--- src/hdl/mwta_pkg.sv ---
`timescale 1ns / 1ps
// ----------------------------------------------------------------------------
// mwta_pkg: shared constants and types for the trailing average block
// Sample format, window lengths, sum widths and the reciprocals that the
// constant dividers use.
// ----------------------------------------------------------------------------
package mwta_pkg;

  // Sample width (signed, 8 fraction bits) and depth of the history line
  localparam int SAMPLE_BITS    = 24;
  localparam int LONGEST_WINDOW = 120;
  localparam int WIN_COUNT      = 6;

  // Window lengths, shortest first; bit k of the valid mask follows entry k
  localparam int WIN_LEN [WIN_COUNT] = '{3, 5, 10, 30, 60, 120};

  // Exact window sum: |sum| <= LONGEST_WINDOW * 2^(SAMPLE_BITS-1)
  localparam int SUM_W  = SAMPLE_BITS + $clog2(LONGEST_WINDOW);
  localparam int MAG_W  = SUM_W;
  localparam int SEEN_W = $clog2(LONGEST_WINDOW + 1);

  // Reciprocal divide: q = (n * ceil(2^(MAG_W+l) / d)) >> (MAG_W+l), l = clog2(d)
  localparam int RECIP_W = MAG_W + 1;
  localparam int PROD_W  = MAG_W + RECIP_W;
  localparam int SHIFT_W = $clog2(PROD_W);

  localparam int DIV_SHIFT [WIN_COUNT] = '{
    $clog2(3), $clog2(5), $clog2(10), $clog2(30), $clog2(60), $clog2(120)
  };

  localparam logic [RECIP_W-1:0] RECIP [WIN_COUNT] = '{
    RECIP_W'(((64'd1 << (MAG_W + $clog2(3)))   + 64'd2)   / 64'd3),
    RECIP_W'(((64'd1 << (MAG_W + $clog2(5)))   + 64'd4)   / 64'd5),
    RECIP_W'(((64'd1 << (MAG_W + $clog2(10)))  + 64'd9)   / 64'd10),
    RECIP_W'(((64'd1 << (MAG_W + $clog2(30)))  + 64'd29)  / 64'd30),
    RECIP_W'(((64'd1 << (MAG_W + $clog2(60)))  + 64'd59)  / 64'd60),
    RECIP_W'(((64'd1 << (MAG_W + $clog2(120))) + 64'd119) / 64'd120)
  };

  // Stage advance strobes handed to each divider lane
  typedef struct packed {
    logic mul;  // load the product register
    logic fin;  // load the result register
  } mwta_adv_t;

endpackage

--- src/hdl/mwta_cell.sv ---
`timescale 1ns / 1ps
// ----------------------------------------------------------------------------
// mwta_cell: one tap of the sample history line
// Holds one sample and takes its neighbor's sample on every accepted word.
// ----------------------------------------------------------------------------
module mwta_cell
  import mwta_pkg::*;
(
  input  logic                          clk_i,
  input  logic                          shift_i,
  input  logic signed [SAMPLE_BITS-1:0] d_i,
  output logic signed [SAMPLE_BITS-1:0] q_o
);

  logic signed [SAMPLE_BITS-1:0] smp_q;

  // Shift register tap; contents past the fill count are never used
  always_ff @(posedge clk_i) begin
    if (shift_i) begin
      smp_q <= d_i;
    end
  end

  assign q_o = smp_q;

endmodule

--- config.mk ---
export PLATFORM = sky130hd
export DESIGN_NAME = mwta_cell
export DESIGN_NICKNAME = d
export VERILOG_FILES = /design/src/hdl/mwta_pkg.sv /design/src/hdl/mwta_cell.sv
export SDC_FILE = /design/constraint.sdc
export NUM_CORES = 1
export LEC_CHECK = 0
export ABC_AREA = 1
export BUFFER_PORTS_ARGS = -buffer_cell sky130_fd_sc_hd__buf_2
export CAP_MARGIN = 20
export CORE_UTILIZATION = 41
export DETAILED_ROUTE_END_ITERATION = 16
export HOLD_SLACK_MARGIN = 0.06
export PLACE_DENSITY_LB_ADDON = 0.12
export SLEW_MARGIN = 20
export SYNTH_ARGS = -nofsm -noshare
export SYNTH_HDL_FRONTEND = slang
export SYNTH_SLANG_ARGS = --single-unit
--- constraint.sdc ---
create_clock -name clk_i -period 0.85 [get_ports clk_i]
set_input_delay 0.0425 -clock clk_i [delete_from_list [all_inputs] [get_ports clk_i]]
set_output_delay 0.0425 -clock clk_i [all_outputs]
set_load 0.05 [all_outputs]
==> results.md <==
- Master cell of the clock root buffer: sky130_fd_sc_hd__clkbuf_4
- Number of clock buffers inserted by TritonCTS: 3
- Area of all placed cells without fillers: approximately 1400 sq um
- PD cells: 1830 nW/um^2
- Setup Slack @ Placement: 0.226 ns
- Tmin final: roughly 0.9 ns
- Largest buffer count on any clock path: 2
- Crit Path Class: flop to output pin
- Kind of start point of the critical path: flop
- Portion of synthesized cell area occupied by the leading cell type: 100%
- Maximum clock frequency: about 1.1 GHz
- Wirelength, routed: 1690 um
- Period Utilization, post-route: 109%
- Synthesized netlist net count: 50
- Distinct cell type count after synthesis: 1
- Crit path max-delay family: flip-flops
- Area inside the core boundary: roughly 1600 sq um
- Largest register FFs: 24
- Post-Syn Area: 721 sq um
- Placed inst area: ~1000 sq um
- Initial core utilization: roughly 46%
- Sw Ratio: roughly 28%
- # IOs: 50
- Layout cells sized above 1: a little over half
- Vias after detailed routing: roughly 540
- Multi-input gate count: 0
- Horizontal die dimension: roughly 44 um
- Worst ir drop on vdd: ~0.0015 V
- Count of warnings emitted by yosys: 0
- Average footprint of a synthesized cell: approximately 30 sq um
- Largest stage delay, worst path: between 0.4 and 0.5 ns
- Antenna Diode Count: 0
- Detail Route Antenna Nets: 0
- Failing checks: setup timing
- Sequential cell area fraction in the yosys report: between 90% and 100%
- H-tree lvl count: 1
- Routability congestion estimate: 0.576
- Most common cell after layout, fill and taps aside: sky130_fd_sc_hd__buf_2
- DRC errors left: 0
- Length of the first detailed-routing pass in iterations: 6
- Overall global routing resource usage: 19.8%
- CP endpoint kind: output pin
- Number of global-route vias before repair: 595
- Hold violation count in the final report: 0
- Post-layout worst setup margin: -0.0752 ns
- Remaining global-route overflow: 0
- End point of the most critical hold path: q_o[16]
- Slew at the pin with the worst max-slew slack: about 0.13 ns
- Clock share of power: ~17%
- Number of buffer and inverter stages on the critical path: 1
- Sinks on the clock net: 24
- Cells after synthesis: 24
- Comb power frac: a little over a quarter
- Endpoint required time on the critical path: between 0.8 and 0.9 ns
- Maximum net fanout on the critical path: 1
- CP max-delay cell: sky130_fd_sc_hd__edfxtp_1
- Clock tree from TritonCTS: built
- Via-to-Cell Ratio: about 4.6
- Initial detailed-routing violation count: 10
- Clock transition at the registers of the reported paths: between 0.1 and 0.15 ns
- Hold path start: shift_i
- Antenna violations before repair: 0
- Largest net degree at the start of global routing: 25
- Number of buffer cells added on primary ports: between 40 and 50
- Crit path cell chain: buf_6
- Worst min-delay path category: input port to flop
- Static leakage power: around 0.0006 uW
- Final count of negative-setup-slack endpoints: 24
- Number of instances on the worst hold path: 2
- Outcome: finished with violations
- Total Nets Final: 129
- Vertical die dimension: roughly 44 um
- Area used by sequential logic in the layout: between 700 and 800 sq um
- Flip-flop and latch count after synthesis: 24
- NetSw: between 700 and 800 uW
- Max_cap viols: 0
- First-pass GRT wire length: between 2000 and 3000 um
- Number of pins exceeding their max-slew limit in the final report: 0
- Die footprint: approximately 1900 sq um
- Sequential Power Share: 55.8%
- Internal Pwr Total: approximately 1900 uW
- Top area cells in the synthesized netlist: sky130_fd_sc_hd__edfxtp_1 100%
- Cell type with the highest aggregate area in the netlist: sky130_fd_sc_hd__edfxtp_1
- Number of filler instances in the final layout: 61
- WP data arrival: 0.88 ns
- Highest-count cells in the layout ignoring fill and taps: 25 x sky130_fd_sc_hd__buf_2, 24 x sky130_fd_sc_hd__dlygate4sd3_1, 24 x sky130_fd_sc_hd__buf_6, 24 x sky130_fd_sc_hd__edfxtp_1, 3 x sky130_fd_sc_hd__clkbuf_4
- Area of the multi-input gates: 0 sq um
- Unrepaired setup endpoints after global routing: yes
- Routed wire per std cell: ~14 um
- Synth-to-layout area growth: 96.9%
- Site Rows: 14
- Total setup buffers inserted after CTS: 0
- Relative slew slack: between 90 and 100%
[layout make-up]
type	count	area share, %
Tap cell	16	1.41
Timing Repair Buffer	74	46.2
Sequential cell	24	50.8
Clock buffer	3	1.59
[through the flow]
step	util, %	TNS, ns	instances	power (uW)	hold slack, ns
after floorplan	-	0	24	1790	0.141
after global placement	63.8	0	90	1940	0.219
after detailed placement	63.8	0	90	1940	0.221
after CTS	90.0	-1.29	117	2600	0.150
after global routing	90.0	-2.39	117	2690	0.138
final	90.0	-1.29	117	2590	0.161
[synth_stat cells (all sizes together)]
master  number
edfxtp      24
[per-layer routing]
| layer | vias up | GRT usage [%] | wire [um] |
|---|---|---|---|
| met5 | - | 0 | 0 |
| met4 | 0 | 11.5 | 49 |
| met3 | 6 | 3.75 | 73 |
| met2 | 27 | 40.9 | 1050 |
| met1 | 259 | 16.6 | 518 |
| li1 | 252 | - | - |
[power by group through the flow]
stage / clock [uW] / sequential (uW) / combinational [uW]
3_3_place_gp: 0 / 1450 / 495
3_5_place_dp: 0 / 1450 / 497
2_1_floorplan: 0 / 1790 / 0
6_report: 449 / 1450 / 698
5_1_grt: 519 / 1460 / 719
4_1_cts: 466 / 1440 / 689
[timing repair]
action	in CTS	in global routing
resized for setup	48	0
pin swaps	0	0
setup endpoints to repair	24	24
endpoints found under the hold margin	24	0
hold buffers	24	0
[logic make-up (layout without fill, tap and decap cells)]
logic type | after synthesis | after routing | share of synthesized area [%]
buffers and inverters | 0 | 77 | 0
DFF | 24 | 24 | 100
[worst max-delay path by stage]
stage            start      end  slack [ns]  depth (start not counted)
2_1_floorplan   q_o[0]   q_o[0]        0.21                          0
3_3_place_gp   shift_i   q_o[0]        0.23                          2
3_5_place_dp   shift_i   q_o[3]        0.23                          2
4_1_cts         q_o[7]   q_o[7]       -0.07                          1
5_1_grt         q_o[1]   q_o[1]       -0.13                          1
6_report       q_o[16]  q_o[16]       -0.08                          1
(Power assumes the default switching activity.)
