File: src/hdl/mwta_pkg.sv
`timescale 1ns / 1ps
// ----------------------------------------------------------------------------
// mwta_pkg: shared constants and types for the trailing average block
// Sample format, window lengths, sum widths and the reciprocals that the
// constant dividers use.
// ----------------------------------------------------------------------------
package mwta_pkg;

  // Sample width (signed, 8 fraction bits) and depth of the history line
  localparam int SAMPLE_BITS    = 24;
  localparam int LONGEST_WINDOW = 120;
  localparam int WIN_COUNT      = 6;

  // Window lengths, shortest first; bit k of the valid mask follows entry k
  localparam int WIN_LEN [WIN_COUNT] = '{3, 5, 10, 30, 60, 120};

  // Exact window sum: |sum| <= LONGEST_WINDOW * 2^(SAMPLE_BITS-1)
  localparam int SUM_W  = SAMPLE_BITS + $clog2(LONGEST_WINDOW);
  localparam int MAG_W  = SUM_W;
  localparam int SEEN_W = $clog2(LONGEST_WINDOW + 1);

  // Reciprocal divide: q = (n * ceil(2^(MAG_W+l) / d)) >> (MAG_W+l), l = clog2(d)
  localparam int RECIP_W = MAG_W + 1;
  localparam int PROD_W  = MAG_W + RECIP_W;
  localparam int SHIFT_W = $clog2(PROD_W);

  localparam int DIV_SHIFT [WIN_COUNT] = '{
    $clog2(3), $clog2(5), $clog2(10), $clog2(30), $clog2(60), $clog2(120)
  };

  localparam logic [RECIP_W-1:0] RECIP [WIN_COUNT] = '{
    RECIP_W'(((64'd1 << (MAG_W + $clog2(3)))   + 64'd2)   / 64'd3),
    RECIP_W'(((64'd1 << (MAG_W + $clog2(5)))   + 64'd4)   / 64'd5),
    RECIP_W'(((64'd1 << (MAG_W + $clog2(10)))  + 64'd9)   / 64'd10),
    RECIP_W'(((64'd1 << (MAG_W + $clog2(30)))  + 64'd29)  / 64'd30),
    RECIP_W'(((64'd1 << (MAG_W + $clog2(60)))  + 64'd59)  / 64'd60),
    RECIP_W'(((64'd1 << (MAG_W + $clog2(120))) + 64'd119) / 64'd120)
  };

  // Stage advance strobes handed to each divider lane
  typedef struct packed {
    logic mul;  // load the product register
    logic fin;  // load the result register
  } mwta_adv_t;

endpackage

File: src/hdl/mwta_div.sv
`timescale 1ns / 1ps
// ----------------------------------------------------------------------------
// mwta_div: divide a window sum by its constant length
// Two stages: reciprocal multiply, then shift, sign restore and masking.
// ----------------------------------------------------------------------------
module mwta_div
  import mwta_pkg::*;
(
  input  logic                          clk_i,
  input  mwta_adv_t                     adv_i,
  input  logic                          neg_i,
  input  logic                          ok_i,
  input  logic [MAG_W-1:0]              mag_i,
  input  logic [RECIP_W-1:0]            recip_i,
  input  logic [SHIFT_W-1:0]            shift_i,
  output logic signed [SAMPLE_BITS-1:0] avg_o,
  output logic                          ok_o
);

  logic [PROD_W-1:0]             prod_q;
  logic                          neg_q;
  logic                          okm_q;
  logic [PROD_W-1:0]             quot;
  logic [SAMPLE_BITS-1:0]        qmag;
  logic signed [SAMPLE_BITS-1:0] avg_d;
  logic signed [SAMPLE_BITS-1:0] avg_q;
  logic                          ok_q;

  // Multiply stage
  always_ff @(posedge clk_i) begin
    if (adv_i.mul) begin
      prod_q <= PROD_W'(mag_i) * PROD_W'(recip_i);
      neg_q  <= neg_i;
      okm_q  <= ok_i;
    end
  end

  // Truncated quotient magnitude, then sign back on; empty window reads zero
  always_comb begin
    quot  = prod_q >> shift_i;
    qmag  = quot[SAMPLE_BITS-1:0];
    if (!okm_q) begin
      avg_d = '0;
    end else if (neg_q) begin
      avg_d = -$signed(qmag);
    end else begin
      avg_d = $signed(qmag);
    end
  end

  // Result stage
  always_ff @(posedge clk_i) begin
    if (adv_i.fin) begin
      avg_q <= avg_d;
      ok_q  <= okm_q;
    end
  end

  assign avg_o = avg_q;
  assign ok_o  = ok_q;

endmodule

File: config.mk
export PLATFORM = sky130hd
export DESIGN_NAME = mwta_div
export DESIGN_NICKNAME = d
export VERILOG_FILES = /design/src/hdl/mwta_pkg.sv /design/src/hdl/mwta_div.sv
export SDC_FILE = /design/constraint.sdc
export NUM_CORES = 2
export LEC_CHECK = 0
export ABC_AREA = 1
export BUFFER_PORTS_ARGS = -buffer_cell sky130_fd_sc_hd__buf_4
export CAP_MARGIN = 20
export CELL_PAD_IN_SITES_DETAIL_PLACEMENT = 1
export CELL_PAD_IN_SITES_GLOBAL_PLACEMENT = 2
export CORE_MARGIN = 8
export CORE_UTILIZATION = 36
export DETAILED_ROUTE_END_ITERATION = 12
export HOLD_SLACK_MARGIN = 0.03
export PLACE_DENSITY = 0.77
export SETUP_SLACK_MARGIN = 0.4
export SYNTH_ARGS = -nofsm -noshare
export SYNTH_HDL_FRONTEND = slang
export SYNTH_SLANG_ARGS = --single-unit
File: constraint.sdc
create_clock -name clk_i -period 7.2 [get_ports clk_i]
set_input_delay 1.08 -clock clk_i [delete_from_list [all_inputs] [get_ports clk_i]]
set_output_delay 1.08 -clock clk_i [all_outputs]
set_load 0.1 [all_outputs]
==> flow_summary.ini <==
[timing]
setup_viol = 12
hold_violations = 0
period_share = 1.01
fin_crit_ns = 7.30
rsz0062_at_grt = yes
clock.fmax_ghz = 0.137
fin_skew_ns = 0.0103
tightestPinTransition_ns = 0.938
slew_headroom = 0.374
report.final.slew_viol_count = 0
fin_ws_ns = -0.0972

[final_layout]
drive_gt1_frac = 0.192
stdcell_count = 7068
final_area_um2 = 49000
antenna_cells = 0
nNetsFinal = 6773
area_delta_synth_final_pct = 22.7

[route]
drtPass1Iterations = 5
wire_per_inst_um = 19.4
met3_length_um = 3590
drt_iter0_markers = 1665
top_layer = met4
wl_met2_um = 69900
antenna_left = 0
vias = 34200
drc = 0
viasPerCell = 4.84
wl_met1_um = 60000
wirelength_um = 137000

[grt]
grt_max_degree = 66
grt_overflow = 0
grt_pass1_wl_um = 216000
grt_antenna_before_repair = 1
grt_pass1_vias = 39200
grt_usage = 0.222

[setup_path]
start_kind = input pin
crit_type = in2reg
critPathCaptureType = flip-flop
cp.depth = 27
cp_slowest_cell = fa_1
reg2reg_depth = 20
path_buf_inv = 6
path_max_fanout = 9
cp_data_arrival_time_ns = 7.40
cpPeakStageDelay_ns = 0.55
cpMostUsedCell = fa_1
required_ns = 7.30
critPathTopFamily = adder cells

[placement]
port_buffers = 98
dp_cells = 6963
dpl_cell_area_um2 = 45300
dp_hpwl_um = 116000
gp_congestion = 0.887

[run_status]
outcome = finished with violations
violations = setup timing

[clock_tree]
clockRootBuffer = clkbuf_16
postCtsHoldBufs = 0
cts.sinks = 90
cts_buffers = 9
cts_tree = yes
clk_latency_ns = 0.36
clk_pin_slew_ns = 0.06
ctsLongestPathBuffers = 2
h-tree-depth = 3

[synth]
yosys_warnings = 0
ys_top_cells_by_area = fa_1 43%, inv_1 13%, nand2_1 13%, ha_1 8.0%, edfxtp_1 6.8%
yosysSeqAreaShare = 0.0676
synth_top_area_share = 0.434
synth.avg_cell_area_um2 = 7.66
syn_nets = 6415
yosys.area.top_type = fa_1
synth_ff_type = edfxtp_1
async_reset_ff_frac = 0
yosys_register_bits = 90
ys_types = 46
syn_inst = 5218
synth-edff-count = 90
netlist_area_um2 = 40000

[floorplanning]
core_area_um2 = 110000
dieArea_um2 = 122000
initial_core_util = 0.362
num_rows = 122
dieHeight_um = 349
pin_count = 99
die_w_um = 349

[flow_run]
maxCapViolCount = 0

[hold_path]
hp-class = in2reg
holdPathStages = 1
-- placed cells by master (no fill, tap or decap), types with 8 or more instances in the layout --
cell type	count
nor3_1	15
o21ai_1	17
buf_4	431
a21oi_4	19
buf_16	8
xor2_1	29
inv_2	83
a31oi_1	11
buf_8	23
buf_6	87
nand2_1	1296
ha_1	224
a31oi_4	11
ha_4	31
a21oi_2	38
fa_2	53
o211ai_1	11
fa_1	813
nand3_1	418
edfxtp_1	90
nand2_4	30
nor2_1	97
nor2_4	28
inv_1	1359
xnor2_1	20
a21oi_1	54
clkbuf_16	12
nor2_2	12
buf_12	50
nand3_2	14
o21ai_2	13
nand2_2	61
o21ai_0	21
-- flip-flops by register name, indices dropped and copies added, names as in the netlist --
signal	count
prod_q	63
avg_o	24
neg_q	1
ok_o	1
okm_q	1
-- worst paths after layout --
kind              startpoint    endpoint  slack, ns
hold / removal          ok_i       okm_q       0.89
setup reg to reg  prod_q[59]   avg_o[18]       4.43
hold reg to reg        neg_q   avg_o[15]       0.93
setup / recovery    mag_i[5]  prod_q[54]       -0.1
-- kinds of logic (layout without fill, tap and decap cells) --
group                      after synthesis  in the layout  synth area share
AOI/OAI and AO/OA                      239            239            0.0344
xor gates and xnor gates                63             63            0.0138
adders and majority gates             1123           1123             0.514
buffers and inverters                 1706           2068             0.163
DFF                                     90             90            0.0676
and+or+nand+nor                       1997           1997             0.206
-- metrics by stage --
| stage | TNS, ns | utilization | hold slack (ns) | setup slack, ns |
|---|---|---|---|---|
| 2_1_floorplan | 0 | - | 0.438 | 0.177 |
| 3_3_place_gp | -18.85 | 0.411 | 0.916 | -0.736 |
| 3_5_place_dp | -21.15 | 0.411 | 0.917 | -0.742 |
| 4_1_cts | -0.0962 | 0.429 | 0.877 | -0.0548 |
| 5_1_grt | -3.45 | 0.444 | 0.883 | -0.209 |
| 6_report | -0.670 | 0.444 | 0.894 | -0.0972 |
-- repair_timing --
| item | CTS | global route |
|---|---|---|
| pin swaps | 109 | 144 |
| resized for setup | 383 | 308 |
| cloned | 3 | 3 |
| setup endpoints to repair | 46 | 44 |
| setup buffers | 34 | 50 |
-- cell usage after synthesis, types with 2 or more instances --
library cell	count
nand3_1	432
xnor2_1	26
nor2_4	3
inv_2	12
inv_1	1436
nand3_2	5
o211ai_1	11
nand2_2	27
nand2_1	1362
buf_1	9
o21bai_1	4
nand2_4	2
a31oi_1	26
a21o_1	6
nor2_1	130
o21a_1	6
o221ai_1	3
nor3_1	20
buf_2	29
o21ai_0	50
buf_6	8
ha_1	257
o31ai_1	4
edfxtp_1	90
clkbuf_1	202
o21ai_1	7
nor2_2	4
nor4_1	6
a21oi_1	109
buf_4	6
nand4_1	6
xor2_1	37
fa_1	866
a21boi_0	5
-- metal layers --
layer | track usage | vias up
li1 | - | 15800
met1 | 0.288 | 17700
met2 | 0.405 | 545
met3 | 0.0133 | 181
met4 | 0.0521 | 0
met5 | 0 | -
-- layout make-up --
type | count | area (µm²)
tap | 1488 | 1860
fill | 13200 | 61300
clock inverter | 4 | 20.0
clock buffer | 11 | 233
timing repair buffer | 602 | 5860
inverter | 1451 | 5470
multi-input combinational | 3422 | 32900
sequential | 90 | 2700
Power is left out: the tool's default activity adds up to more than one toggle a clock period on the data nets, which glitch-free logic cannot reach.
